<file path="config.mk">
export PLATFORM = sky130hd
export DESIGN_NAME = indexed_list_insert_remove_unit
export DESIGN_NICKNAME = d
export VERILOG_FILES = /design/src/hw/rtl/ilir_pkg.sv /design/src/hw/rtl/ilir_cell.sv /design/src/hw/rtl/indexed_list_insert_remove_unit.sv
export SDC_FILE = /design/constraint.sdc
export NUM_CORES = 1
export LEC_CHECK = 0
export BUFFER_PORTS_ARGS = -buffer_cell sky130_fd_sc_hd__buf_2
export CAP_MARGIN = 10
export CORE_MARGIN = 4
export CORE_UTILIZATION = 50
export CTS_BUF_LIST = sky130_fd_sc_hd__clkbuf_8
export DETAILED_ROUTE_END_ITERATION = 7
export PLACE_DENSITY = 0.68
export SYNTH_ARGS = -nofsm -noshare
export SYNTH_HDL_FRONTEND = slang
export SYNTH_SLANG_ARGS = --single-unit
export TNS_END_PERCENT = 30
</file>
<file path="constraint.sdc">
create_clock -name i_clk -period 21 [get_ports i_clk]
set_input_delay 3.15 -clock i_clk [delete_from_list [all_inputs] [get_ports i_clk]]
set_output_delay 3.15 -clock i_clk [all_outputs]
set_load 0.01 [all_outputs]
</file>
<file path="src/hw/rtl/ilir_pkg.sv">
package ilir_pkg;

    // command codes carried by an input word
    typedef enum logic [1:0] {
        CMD_INSERT = 2'd0,
        CMD_REMOVE = 2'd1,
        CMD_READ   = 2'd2,
        CMD_CLEAR  = 2'd3
    } t_cmd;

    // status codes carried by a result word
    typedef enum logic [1:0] {
        ST_DONE  = 2'd0,
        ST_RANGE = 2'd1,
        ST_FULL  = 2'd2
    } t_status;

    // shift order broadcast to every cell
    typedef enum logic [1:0] {
        SH_HOLD   = 2'd0,
        SH_INSERT = 2'd1,
        SH_REMOVE = 2'd2
    } t_shift;

    localparam int unsigned DataW = 32;

    typedef logic signed [DataW-1:0] t_data;

    // control group sent from the top level to the cell row
    typedef struct packed {
        t_shift op;
        t_data  value;
    } t_cell_ctrl;

endpackage

</file>
<file path="src/hw/rtl/ilir_cell.sv">
module ilir_cell #(
    parameter int unsigned IDX = 0,
    parameter int unsigned PW  = 5
) (
    input  logic                i_clk,
    input  ilir_pkg::t_cell_ctrl i_ctrl,
    input  logic [PW-1:0]       i_pos,
    input  ilir_pkg::t_data     i_left,
    input  ilir_pkg::t_data     i_right,
    output ilir_pkg::t_data     o_data
);
    import ilir_pkg::*;

    localparam logic [PW-1:0] MyIdx = PW'(IDX);

    t_data r_data;
    t_data n_data;
    logic  w_at_pos;
    logic  w_above;

    // where this cell sits relative to the target position
    assign w_at_pos = (MyIdx == i_pos);
    assign w_above  = (MyIdx > i_pos);

    // next entry: hold, take the lower neighbor, the new value, or the upper neighbor
    always_comb begin
        n_data = r_data;
        case (i_ctrl.op)
            SH_INSERT: begin
                if (w_above) begin
                    n_data = i_left;
                end else if (w_at_pos) begin
                    n_data = i_ctrl.value;
                end
            end
            SH_REMOVE: begin
                if (w_above || w_at_pos) begin
                    n_data = i_right;
                end
            end
            default: n_data = r_data;
        endcase
    end

    // entry storage, no reset
    always_ff @(posedge i_clk) begin
        r_data <= n_data;
    end

    assign o_data = r_data;

endmodule

</file>
<file path="src/hw/rtl/indexed_list_insert_remove_unit.sv">
// a result word is registered and appears in the cycle after its input word is accepted
// throughput: one word per cycle while result words are taken; the cell row shifts all entries together
// input ready stays high while the result register is empty or being taken
// reset clears the entry count and the result valid flag
// entries are not cleared by reset and hold their bits until shifted or written
module indexed_list_insert_remove_unit #(
    parameter int unsigned DEPTH = 16,
    parameter int unsigned PW    = $clog2(DEPTH + 1)
) (
    input  logic                 i_clk,
    input  logic                 i_rst_n,
    input  logic                 i_in_valid,
    output logic                 o_in_ready,
    input  logic [1:0]           i_cmd,
    input  logic [PW-1:0]        i_position,
    input  logic signed [31:0]   i_value,
    output logic                 o_out_valid,
    input  logic                 i_out_ready,
    output logic [1:0]           o_status,
    output logic signed [31:0]   o_read_value,
    output logic [PW-1:0]        o_count
);
    import ilir_pkg::*;

    localparam int unsigned AW = (DEPTH > 1) ? $clog2(DEPTH) : 1;
    localparam logic [PW-1:0] Full = PW'(DEPTH);

    t_data         w_cell_data [DEPTH];
    t_data         w_left      [DEPTH];
    t_data         w_right     [DEPTH];
    t_cell_ctrl    w_ctrl;
    t_cmd          w_cmd;
    logic          w_accept;
    t_status       w_status;
    t_data         w_rd;
    logic [PW-1:0] w_count_next;

    logic [PW-1:0] r_count;
    logic [PW-1:0] n_count;
    logic          r_out_valid;
    logic          n_out_valid;
    t_status       r_status;
    t_data         r_read_value;
    logic [PW-1:0] r_out_count;

    assign w_cmd      = t_cmd'(i_cmd);
    assign o_in_ready = !r_out_valid || i_out_ready;
    assign w_accept   = i_in_valid && o_in_ready;

    // command decode: status, read data, new count, shift order
    always_comb begin
        w_status     = ST_DONE;
        w_rd         = '0;
        w_count_next = r_count;
        w_ctrl.op    = SH_HOLD;
        w_ctrl.value = i_value;
        case (w_cmd)
            CMD_INSERT: begin
                if (i_position > r_count) begin
                    w_status = ST_RANGE;
                end else if (r_count == Full) begin
                    w_status = ST_FULL;
                end else begin
                    w_count_next = r_count + 1'b1;
                    w_ctrl.op    = SH_INSERT;
                end
            end
            CMD_REMOVE: begin
                if (i_position >= r_count) begin
                    w_status = ST_RANGE;
                end else begin
                    w_count_next = r_count - 1'b1;
                    w_ctrl.op    = SH_REMOVE;
                end
            end
            CMD_READ: begin
                if (i_position >= r_count) begin
                    w_status = ST_RANGE;
                end else begin
                    w_rd = w_cell_data[i_position[AW-1:0]];
                end
            end
            default: w_count_next = '0;
        endcase
        if (!w_accept) begin
            w_ctrl.op = SH_HOLD;
        end
    end

    // neighbor links of the cell row
    always_comb begin
        for (int i = 0; i < DEPTH; i++) begin
            w_left[i]  = (i == 0) ? '0 : w_cell_data[(i == 0) ? 0 : i - 1];
            w_right[i] = (i == DEPTH - 1) ? '0 : w_cell_data[(i == DEPTH - 1) ? i : i + 1];
        end
    end

    // cell row
    for (genvar g = 0; g < DEPTH; g++) begin : g_cell
        ilir_cell #(
            .IDX (g),
            .PW  (PW)
        ) u_cell (
            .i_clk   (i_clk),
            .i_ctrl  (w_ctrl),
            .i_pos   (i_position),
            .i_left  (w_left[g]),
            .i_right (w_right[g]),
            .o_data  (w_cell_data[g])
        );
    end

    // count and result valid next values
    always_comb begin
        n_count     = w_accept ? w_count_next : r_count;
        n_out_valid = r_out_valid;
        if (w_accept) begin
            n_out_valid = 1'b1;
        end else if (i_out_ready) begin
            n_out_valid = 1'b0;
        end
    end

    // control registers
    always_ff @(posedge i_clk) begin
        if (!i_rst_n) begin
            r_count     <= '0;
            r_out_valid <= 1'b0;
        end else begin
            r_count     <= n_count;
            r_out_valid <= n_out_valid;
        end
    end

    // result word register
    always_ff @(posedge i_clk) begin
        if (w_accept) begin
            r_status     <= w_status;
            r_read_value <= w_rd;
            r_out_count  <= w_count_next;
        end
    end

    assign o_out_valid  = r_out_valid;
    assign o_status     = r_status;
    assign o_read_value = r_read_value;
    assign o_count      = r_out_count;

endmodule

</file>
# Word level (Yosys, flattened, before mapping)
# Cells that the tools add are included.
[classes] n_bitwise=2 n_reduce_logical=41 mux=82 n_eq_ne=52 addsub=2 n_lt_le_gt_ge=19
[ops] op="32-bit two-way mux" count=50
[ops] op="32-bit one-hot mux with 2 select lines" count=16
[ops] op="32-bit binary-select mux with 4-bit select" count=1
[ops] op="3-bit by 1-bit != test with 1-bit output (second input constant)" count=16
[ops] op="3-bit AND reduction" count=16
[ops] op="4-bit by 5-bit equality test with 1-bit output (first input constant)" count=8
[ops] op="4-bit by 5-bit > comparator with 1-bit output (first input constant)" count=8
[ops] op="2-bit by 1-bit != test with 1-bit output (second input constant)" count=16
[ops] op="3-bit by 5-bit equality test with 1-bit output (first input constant)" count=4
[ops] op="3-bit by 5-bit > comparator with 1-bit output (first input constant)" count=4
[ops] op="1-bit logical OR" count=17
[ops] op="5-bit two-way mux" count=3
[ops] op="5-bit one-hot mux with 3 select lines" count=1
[ops] op="2-bit by 5-bit equality test with 1-bit output (first input constant)" count=2
[ops] op="1-bit by 5-bit > comparator with 1-bit output (first input constant)" count=2
[ops] op="2-bit by 5-bit > comparator with 1-bit output (first input constant)" count=2
[ops] op="2-bit two-way mux" count=4
[ops] op="2-bit one-hot mux with 2 select lines" count=2
[ops] op="5-bit by 1-bit adder with 5-bit output (second input constant)" count=1
[ops] op="1-bit by 5-bit equality test with 1-bit output (first input constant)" count=1
[ops] op="5-bit equality test (second input constant)" count=1
[ops] op="5-bit greater-or-equal comparator" count=1
[ops] op="5-bit greater-or-equal comparator (second input constant)" count=1
[ops] op="5-bit > comparator" count=1
[ops] op="12 further kinds" count=20
[totals] in_bits=43 output_inout_bits=41 word_cells=219 reg_bits=557

# Longest topological paths before layout
# Gate-level depths: netlist of the first run.
[depth] word_depth=8 ltp_mapped=22 depth_no_buf=12

# Modules after synthesis
# Synthesis of the first run repeated with hierarchy kept, for this count alone.
[unflattened] hier_cells=3077 area_unflattened_um2=34410.5
[by_module_without_submodules] module="indexed_list_insert_remove_unit" instances=1 cells_per_inst=399 seq_area_each_um2=1291.2 area_each_um2=6057.1
[by_module_without_submodules] module="ilir_cell (g_cell[4].u_cell)" instances=1 cells_per_inst=195 seq_area_each_um2=960.9 area_each_um2=2157.1
[by_module_without_submodules] module="ilir_cell (g_cell[8].u_cell)" instances=1 cells_per_inst=189 seq_area_each_um2=960.9 area_each_um2=2043.2
[by_module_without_submodules] module="ilir_cell (g_cell[9].u_cell)" instances=1 cells_per_inst=190 seq_area_each_um2=960.9 area_each_um2=1993.2
[by_module_without_submodules] module="ilir_cell (g_cell[5].u_cell)" instances=1 cells_per_inst=186 seq_area_each_um2=960.9 area_each_um2=1848.0
[by_module_without_submodules] module="ilir_cell (g_cell[1].u_cell)" instances=1 cells_per_inst=185 seq_area_each_um2=960.9 area_each_um2=1846.8
[by_module_without_submodules] module="ilir_cell (g_cell[13].u_cell)" instances=1 cells_per_inst=185 seq_area_each_um2=960.9 area_each_um2=1836.8
[by_module_without_submodules] module="ilir_cell (g_cell[11].u_cell)" instances=1 cells_per_inst=186 seq_area_each_um2=960.9 area_each_um2=1760.4
[by_module_without_submodules] module="ilir_cell (g_cell[12].u_cell)" instances=1 cells_per_inst=179 seq_area_each_um2=960.9 area_each_um2=1692.9
[by_module_without_submodules] module="ilir_cell (g_cell[14].u_cell)" instances=1 cells_per_inst=179 seq_area_each_um2=960.9 area_each_um2=1690.4
[by_module_without_submodules] module="ilir_cell (g_cell[6].u_cell)" instances=1 cells_per_inst=143 seq_area_each_um2=960.9 area_each_um2=1681.6
[by_module_without_submodules] module="ilir_cell (g_cell[2].u_cell)" instances=1 cells_per_inst=143 seq_area_each_um2=960.9 area_each_um2=1671.6
[by_module_without_submodules] module="ilir_cell (g_cell[15].u_cell)" instances=1 cells_per_inst=178 seq_area_each_um2=960.9 area_each_um2=1667.8
[by_module_without_submodules] module="ilir_cell (g_cell[7].u_cell)" instances=1 cells_per_inst=178 seq_area_each_um2=960.9 area_each_um2=1656.6
[by_module_without_submodules] module="+3 rows"

# Least setup slack after synthesis of the first run
# OpenSTA, ideal clock, no wires.
[synth_path] path_kind="input -> register" start="in i_position[0]" end="reg g_cell[10].u_cell.r_data[0], enable pin" setup_slack_ns=11.993 stages=21 setup_time_ns=0.377 arrival_time_ns=8.630 required_ns=20.623 path_buffers=10 path_cell_list="buf_2 buf_4 buf_4 inv_1 buf_4 buf_4 ha_1 nand3_1 or2_2 clkbuf_1 nor3b_1 buf_2 nand3_1 inv_1 ha_1 buf_2 buf_2 or2_2 clkbuf_1 a21oi_1 a31o_2"
[synth_via] elab_chain_cells=7 elab_cells_between_ends=15 cone_classes="3 x order compare; 5 x eq/ne; 4 x mux; 3 x reduce/logical"
[synth_lines] element="start, declared" line="indexed_list_insert_remove_unit.sv:15" text="input logic [PW-1:0] i_position,"
[synth_lines] element="5-bit > comparator / 5-bit greater-or-equal comparator (equally long branches)" line="indexed_list_insert_remove_unit.sv:59, indexed_list_insert_remove_unit.sv:69"
[synth_lines] element="1-bit two-way mux / 2-bit two-way mux (equally long branches)" line="indexed_list_insert_remove_unit.sv:59, indexed_list_insert_remove_unit.sv:69"
[synth_lines] element="2-bit one-hot mux with 2 select lines" line="indexed_list_insert_remove_unit.sv:57" text="case (w_cmd)"
[synth_lines] element="2-bit two-way mux" line="indexed_list_insert_remove_unit.sv:85" text="if (!w_accept) begin"
[synth_lines] element="2-bit by 1-bit equality test with 1-bit output / 2-bit equality test (equally long branches)" line="ilir_cell.sv:28" text="case (i_ctrl.op)"
[synth_lines] element="3-bit by 1-bit != test with 1-bit output (no line) (tied with other cells)"
[synth_lines] element="3-bit AND reduction (no line) *"
[synth_lines] element="end signal, assigned" line="ilir_cell.sv:47" text="r_data <= n_data;"
[synth_lines] element="end, declared" line="ilir_cell.sv:16" text="t_data r_data;"
# Every way passes the cells marked *; elsewhere a longest branch is shown, timed or not.
# A chain may end at the register's enable or synchronous reset.

# Worst setup path after layout of the first run
[layout_path] start="in i_position[2]" end="reg g_cell[0].u_cell.r_data[0] (data pin)"
[layout_via] elab_chain_cells=6 elab_cells_between_ends=11 cone_classes="3 x order compare; 2 x eq/ne; 6 x mux"
[layout_lines] element="5-bit > comparator / 5-bit greater-or-equal comparator (equally long branches)" line="indexed_list_insert_remove_unit.sv:59, indexed_list_insert_remove_unit.sv:69"
[layout_lines] element="1-bit two-way mux / 2-bit two-way mux (equally long branches)" line="indexed_list_insert_remove_unit.sv:59, indexed_list_insert_remove_unit.sv:69"
[layout_lines] element="2-bit one-hot mux with 2 select lines" line="indexed_list_insert_remove_unit.sv:57"
[layout_lines] element="2-bit two-way mux" line="indexed_list_insert_remove_unit.sv:85"
[layout_lines] element="2-bit equality test / 2-bit by 1-bit equality test with 1-bit output (equally long branches)" line="ilir_cell.sv:28"
[layout_lines] element="32-bit one-hot mux with 2 select lines *" line="ilir_cell.sv:28"
[layout_lines] element="net g_cell[0].u_cell.n_data[0]" line="ilir_cell.sv:17" text="t_data n_data;"
[layout_lines] element="end signal, assigned" line="ilir_cell.sv:47"
[layout_lines] element="end, declared" line="ilir_cell.sv:16"
# The timed path passes the listed nets; every way through them passes the cells marked *.

==> results.yml, run 1 <==
yosys:
  synth.area.top_cells: "sky130_fd_sc_hd__edfxtp_1 (52%), sky130_fd_sc_hd__mux2i_1 (16%), sky130_fd_sc_hd__mux4_2 (7.4%)"
  synth_area_per_cell_um2: 11.6
  register_bit_total_from_synthesis: 557
  yosys-top-cells-count: "sky130_fd_sc_hd__edfxtp_1 (551), sky130_fd_sc_hd__nand2_1 (519), sky130_fd_sc_hd__mux2i_1 (502)"
  synth_top_area_share_pct: 51.6
  postSynthCellCount: 2760
  synth_area_leader_cell: "sky130_fd_sc_hd__edfxtp_1"
  postSynthNetCount: 2817
  ys.warnings.count: 0
  ys_dominant_reg_cell: "sky130_fd_sc_hd__edfxtp_1"
  yosysSeqAreaShare_pct: 52.0
  number_of_synthesized_flops_with_an_enable_pin: 551
  yosys.cell_types.count: 54
  syn-cell-area_um2: 32100
  synth_async_reset_ratio_pct: 0
  most_frequently_used_cell_type_in_the_post_synthesis_netlist: "sky130_fd_sc_hd__edfxtp_1"
sta:
  final_hold_viol_count: 0
  maxSlewViolCount: 0
  setup_violations: 0
  timing.final.crit_share_pct: 40.6
  timing.slew.headroom_pct: 23.2
  unrepaired_setup_endpoints_after_global_routing: "false"
  clock_skew_ps: 34.2
  post-route-min-period_ps: 8530
  setup-tns-final_ps: 0
  tightest_slew_ps: 1150
  fmaxAchievable_ghz: 0.117
clocking:
  cts_setup_buffers: 0
  clock_insertion_delay_worst_skew_ps: 710
  cts_tree: "built"
  clkTransAtPathRegs_ps: 60
  sinks_on_clock_net: 557
  htreeDepth: 3
  cts_hold_buf: 0
  clock-root-buffer: "sky130_fd_sc_hd__clkbuf_8"
  cts_inserted_buffers: 93
  cts_repair_resize_count: 0
  max-clock-path-buffers: 3
worst_setup_path:
  timing.critical_path.required_ps: 21450
  worstSetupStartpointType: "input port"
  setup.worst_path.class: "input port to register"
  worst-path-max-fanout: 115
  worst_r2r_path_depth: 13
  cp_data_arrival_time_ps: 8980
  worst_setup_path_end_kind: "register"
cells_and_area:
  final_cell_area_um2: 34700
  drive_gt1_share_pct: 15.4
  finish.net_count: 2788
  area.growth.synth_to_final_pct: 8.14
  final.fill_count: 5310
pwr:
  power_frac_clock_pct: 35.5
  power_report.internal_total_w: 0.00185
  net-switching-power_w: 0.000689
  largest_vdd_supply_drop_uv: 35.7
  relative_contribution_of_sequential_cells_to_total_power_pct: 51.6
  swShare_pct: 27.1
  power-per-cell-area_nw_per_um2: 73.3
  p_comb_share_pct: 12.9
  power.static_leakage_nw: 11.5
floorplanning:
  start_util_pct: 50.6
  num_rows: 92
  die_span_x_um: 261
  io_pins: 84
  die_y_um: 261
  floorplan.core_area_um2: 63300
  die_area_um2: 68200
routing:
  avgViaCountPerCell: 6.35
  wirelength_mm: 93.1
  drt-wirelength-per-cell_um: 25.5
  number_of_drc_violations_after_detailed_routing_iteration_0: 2882
  drc: 0
  routed-via-count: 23200
  first_pass_iters: 8
  detail-route-antenna-nets: 0
place:
  place.detailed.hpwl_mm: 51.8
  gp_congestion: 0.892
  io_buffer_count: 83
  dpl-instance-area_um2: 33000
min_path:
  hold_path_class: "register to register"
  holdPathStages: 2
global_route:
  grt-ovfl-total: 0
  global_route_wire_length_before_repair_mm: 139
  antenna_found_initial: 6
  grt_start_max_net_pins: 127
  first_global_vias: 22500
  grt_util_all_layers_pct: 26.8
outcome:
  status: "finished, final reports clean"
run:
  max_cap_violations: 0
## cell usage in the layout, fill, tap and decap left out, drive strengths merged, types with 20 or more instances in the layout
cell and count:
a211oi 63, a21oi 76, buf 136, clkbuf 96, clkinv 28, edfxtp 551, inv 66, mux2 46
mux2i 502, mux4 105, nand2 519, nor2 34, nor2b 20, o21ai 451
## registers in the layout (all words and copies together), names as in the netlist
name,cells
g_cell.u_cell.o_data,512
r_count,5
o_read_value,32
o_status,2
o_count,5
o_out_valid,1
## per-layer routing
metal  track usage (%)  routed length [µm]
met5                 0                  13
met4              9.03                2580
met3              5.15                9130
met2              41.9               42900
met1              38.0               38500
## stage by stage
stage	setup slack, ps	util [%]	instances	hold slack [ps]	total power, W
2_1_floorplan	11990	-	2760	491	0.00155
3_3_place_gp	11990	52.1	3481	505	0.00164
3_5_place_dp	11890	52.1	3481	523	0.00166
4_1_cts	12620	54.7	3647	534	0.00255
5_1_grt	12040	54.8	3652	561	0.00264
6_report	12470	54.8	3653	527	0.00254
## final timing paths
| kind | slack, ps | start | endpoint |
|---|---|---|---|
| worst max-delay path | 12470 | i_position[2] | g_cell[0].u_cell.o_data[0] |
| worst min-delay path | 530 | o_out_valid | o_out_valid |
| worst max register to register | 14920 | r_count[3] | g_cell[0].u_cell.o_data[0] |
| worst min register to register | 530 | o_out_valid | o_out_valid |
## kinds of logic after synthesis
logic type,after synthesis,synth area share (%)
mux,653,24.7
simple gates,612,7.66
compound gates,638,11.0
buf+inv,286,4.14
flops,557,52.0
fa+ha+maj,14,0.546
## layout make-up
cell class / count / area (µm²) / area share (%)
diodes: 5 / 12.5 / 0.0361
clock buffers: 96 / 1320 / 3.81
clock inverters: 70 / 337 / 0.971
inverters: 26 / 97.6 / 0.281
multi-input cells: 1917 / 14300 / 41.3
flip-flops and latches: 557 / 16700 / 48.1
well taps: 846 / 1060 / 3.05
repair buffers: 136 / 847 / 2.44
## power groups by stage
| stage | logic (W) | clock network (W) | registers (W) |
|---|---|---|---|
| final | 0.000328 | 0.000901 | 0.00131 |
| after global routing | 0.000352 | 0.000970 | 0.00131 |
| after CTS | 0.000324 | 0.000917 | 0.00131 |
| after detailed placement | 0.000323 | 0 | 0.00133 |
| after global placement | 0.000314 | 0 | 0.00133 |
| after floorplan | 0.000221 | 0 | 0.00133 |
## worst max-delay path: stages
cell                       delay (ps)
sky130_fd_sc_hd__buf_6            630
sky130_fd_sc_hd__ha_1             300
sky130_fd_sc_hd__nor2_1            50
sky130_fd_sc_hd__a211oi_1         380
sky130_fd_sc_hd__o21a_1           340
sky130_fd_sc_hd__nand2b_1         170
sky130_fd_sc_hd__nor2_1            70
sky130_fd_sc_hd__inv_1            100
sky130_fd_sc_hd__ha_4             810
sky130_fd_sc_hd__buf_4            770
sky130_fd_sc_hd__buf_4            830
sky130_fd_sc_hd__buf_4            760
sky130_fd_sc_hd__mux2_2           410
Power figures use the tool's default switching activity.
==> inputs of run 2 (changes only) <==
PLACE_DENSITY = 0.71   (was 0.68)
clock period = 7.6 ns   (was 21 ns; I/O delays follow)
==> run 2 against run 1 <==
  * Non-clock buffer count is 5 lower
  * Die area stayed put
  * Sequential power grew to 2.8 times the previous value
  * Sequential share of layout area is 0.47 points lower
  * Global-route usage is 0.80 points lower
  * Hold slack worse by 9.4 ps
  * Critical path depth is 1 lower
  * Via count is 0.63% lower
  * Wire length is 3.0% lower
  * First-iteration DRC count is 12% lower
  * Clock power grew to 3.2 times the previous value
  * Highest routed layer is now met4
==> results.yml, run 2 (synthesized netlist as in run 1, its figures left out) <==
floorplanning:
  die_area_um2: 68200
  die_span_x_um: 261
  io_pins: 84
  floorplan.core_area_um2: 63300
  die_y_um: 261
  num_rows: 92
  start_util_pct: 50.6
cells_and_area:
  leading_cell_type_in_the_layout_fill_and_taps_excluded: "sky130_fd_sc_hd__edfxtp_1"
  final.fill_count: 5316
  highest_count_cells_in_the_layout_ignoring_fill_and_taps: "sky130_fd_sc_hd__edfxtp_1 (551), sky130_fd_sc_hd__nand2_1 (518), sky130_fd_sc_hd__mux2i_1 (502)"
  drive_gt1_share_pct: 16.0
  area.growth.synth_to_final_pct: 9.21
  finish.utilization_pct: 55.3
  finish.net_count: 2787
  largest_register_ff_count: 512
  final_cell_area_um2: 35000
place:
  dpl-instance-area_um2: 33000
  place.detailed.hpwl_mm: 53.7
  detailedPlace.worstSlack_ps: 1860
  io_buffer_count: 83
  gp_congestion: 0.857
clocking:
  clkTransAtPathRegs_ps: 60
  max-clock-path-buffers: 3
  htreeDepth: 3
  sinks_on_clock_net: 557
  cts_repair_resize_count: 0
  clock-root-buffer: "sky130_fd_sc_hd__clkbuf_8"
  cts_setup_buffers: 0
  cts_hold_buf: 0
  cts_inserted_buffers: 97
  cts_tree: "built"
  clock_insertion_delay_worst_skew_ps: 700
global_route:
  grt_util_all_layers_pct: 26.0
  globalRouteMet1Util_pct: 35.3
  antenna_found_initial: 4
  met2_usage_pct: 42.3
  top_usage_layer: "met2"
  first_global_vias: 22800
  grt.met3_usage_pct: 5.20
  global_route_wire_length_before_repair_mm: 137
  grt-ovfl-total: 0
  grt_start_max_net_pins: 255
routing:
  routed-via-count: 23000
  number_of_drc_violations_after_detailed_routing_iteration_0: 2522
  avgViaCountPerCell: 6.29
  drt-wirelength-per-cell_um: 24.6
  first_pass_iters: 6
  wirelength_mm: 90.3
  detail-route-antenna-nets: 0
  drc: 0
sta:
  postLayoutSetupSlackWorst_ps: 2410
  post-route-min-period_ps: 5190
  final_hold_viol_count: 0
  unrepaired_setup_endpoints_after_global_routing: "false"
  setup-tns-final_ps: 0
  fmaxAchievable_ghz: 0.193
  setup_violations: 0
  maxSlewViolCount: 0
  timing.slew.headroom_pct: 19.0
  tightest_slew_ps: 1210
  timing.final.crit_share_pct: 68.3
  clock_skew_ps: 37.0
min_path:
  hold_path_class: "register to register"
worst_setup_path:
  critical_path.most_common_cell: "sky130_fd_sc_hd__nand2b_1"
  cp_data_arrival_time_ps: 5630
  worst_setup_path_end_kind: "register"
  worst-path-max-fanout: 254
  worstSetupStartpointType: "input port"
  crit_slowest_cell: "sky130_fd_sc_hd__buf_4"
  crit_chain: "buf_6 > ha_1 > nand2b_1 > a211oi_1 > o21a_1 > nand2b_1 > nor2_1 > inv_1 > ha_4 > buf_12 > buf_4 > mux2_2"
  setup.worst_path.class: "input port to register"
  cpPeakStageDelay_ps: 970
  timing.critical_path.required_ps: 8040
pwr:
  largest_vdd_supply_drop_uv: 129
  power.static_leakage_nw: 11.6
  power-per-cell-area_nw_per_um2: 212
run:
  max_cap_violations: 0
outcome:
  status: "finished, final reports clean"
run 2: worst max-delay path: cells and delay by family:
family,cells,cell delay [ps]
AOI/OAI and AO/OA,2,710
adders and majority gates,2,520
and+or+nand+nor,3,290
buffers and inverters,4,2350
muxes,1,420
run 2: worst paths after layout:
check | depth (start not counted) | endpoint | startpoint | slack [ps]
setup / recovery | 12 | g_cell[0].u_cell.o_data[5] | i_position[1] | 2410
hold / removal | 2 | o_out_valid | o_out_valid | 520
setup reg to reg | 12 | g_cell[0].u_cell.o_data[5] | r_count[2] | 2850
hold reg to reg | 2 | o_out_valid | o_out_valid | 520
run 2: power by group:
part / leakage (nW) / switching, W / internal (W)
combinational: 5.43 / 0.000561 / 0.000335
sequential: 5.10 / 0.0000768 / 0.00355
clock: 1.11 / 0.00131 / 0.00158
total: 11.6 / 0.00194 / 0.00547
run 2: layout make-up:
class                      count  area, µm²  share of cell area, %
sequential                   557      16700                   47.6
multi-input combinational   1917      14300                   40.9
clock buffer                  98       1350                   3.85
tap                          846       1060                   3.02
timing repair buffer         131        847                   2.42
clock inverter                84        654                   1.87
inverter                      26       97.6                  0.279
antenna                        3       7.51                 0.0214
run 2: stage by stage:
stage | instances | total power, W | hold slack, ps
3_5_place_dp | 3477 | 0.00457 | 518
6_report | 3662 | 0.00741 | 518
2_1_floorplan | 2760 | 0.00428 | 491
3_3_place_gp | 3477 | 0.00454 | 502
5_1_grt | 3660 | 0.00768 | 567
4_1_cts | 3659 | 0.00744 | 525
run 2: routing by layer:
| metal | vias up | part of all wire (%) |
|---|---|---|
| li1 | 10300 | - |
| met1 | 11300 | 39 |
| met2 | 1257 | 48 |
| met3 | 185 | 10 |
| met4 | 0 | 2.9 |
| met5 | - | 0 |
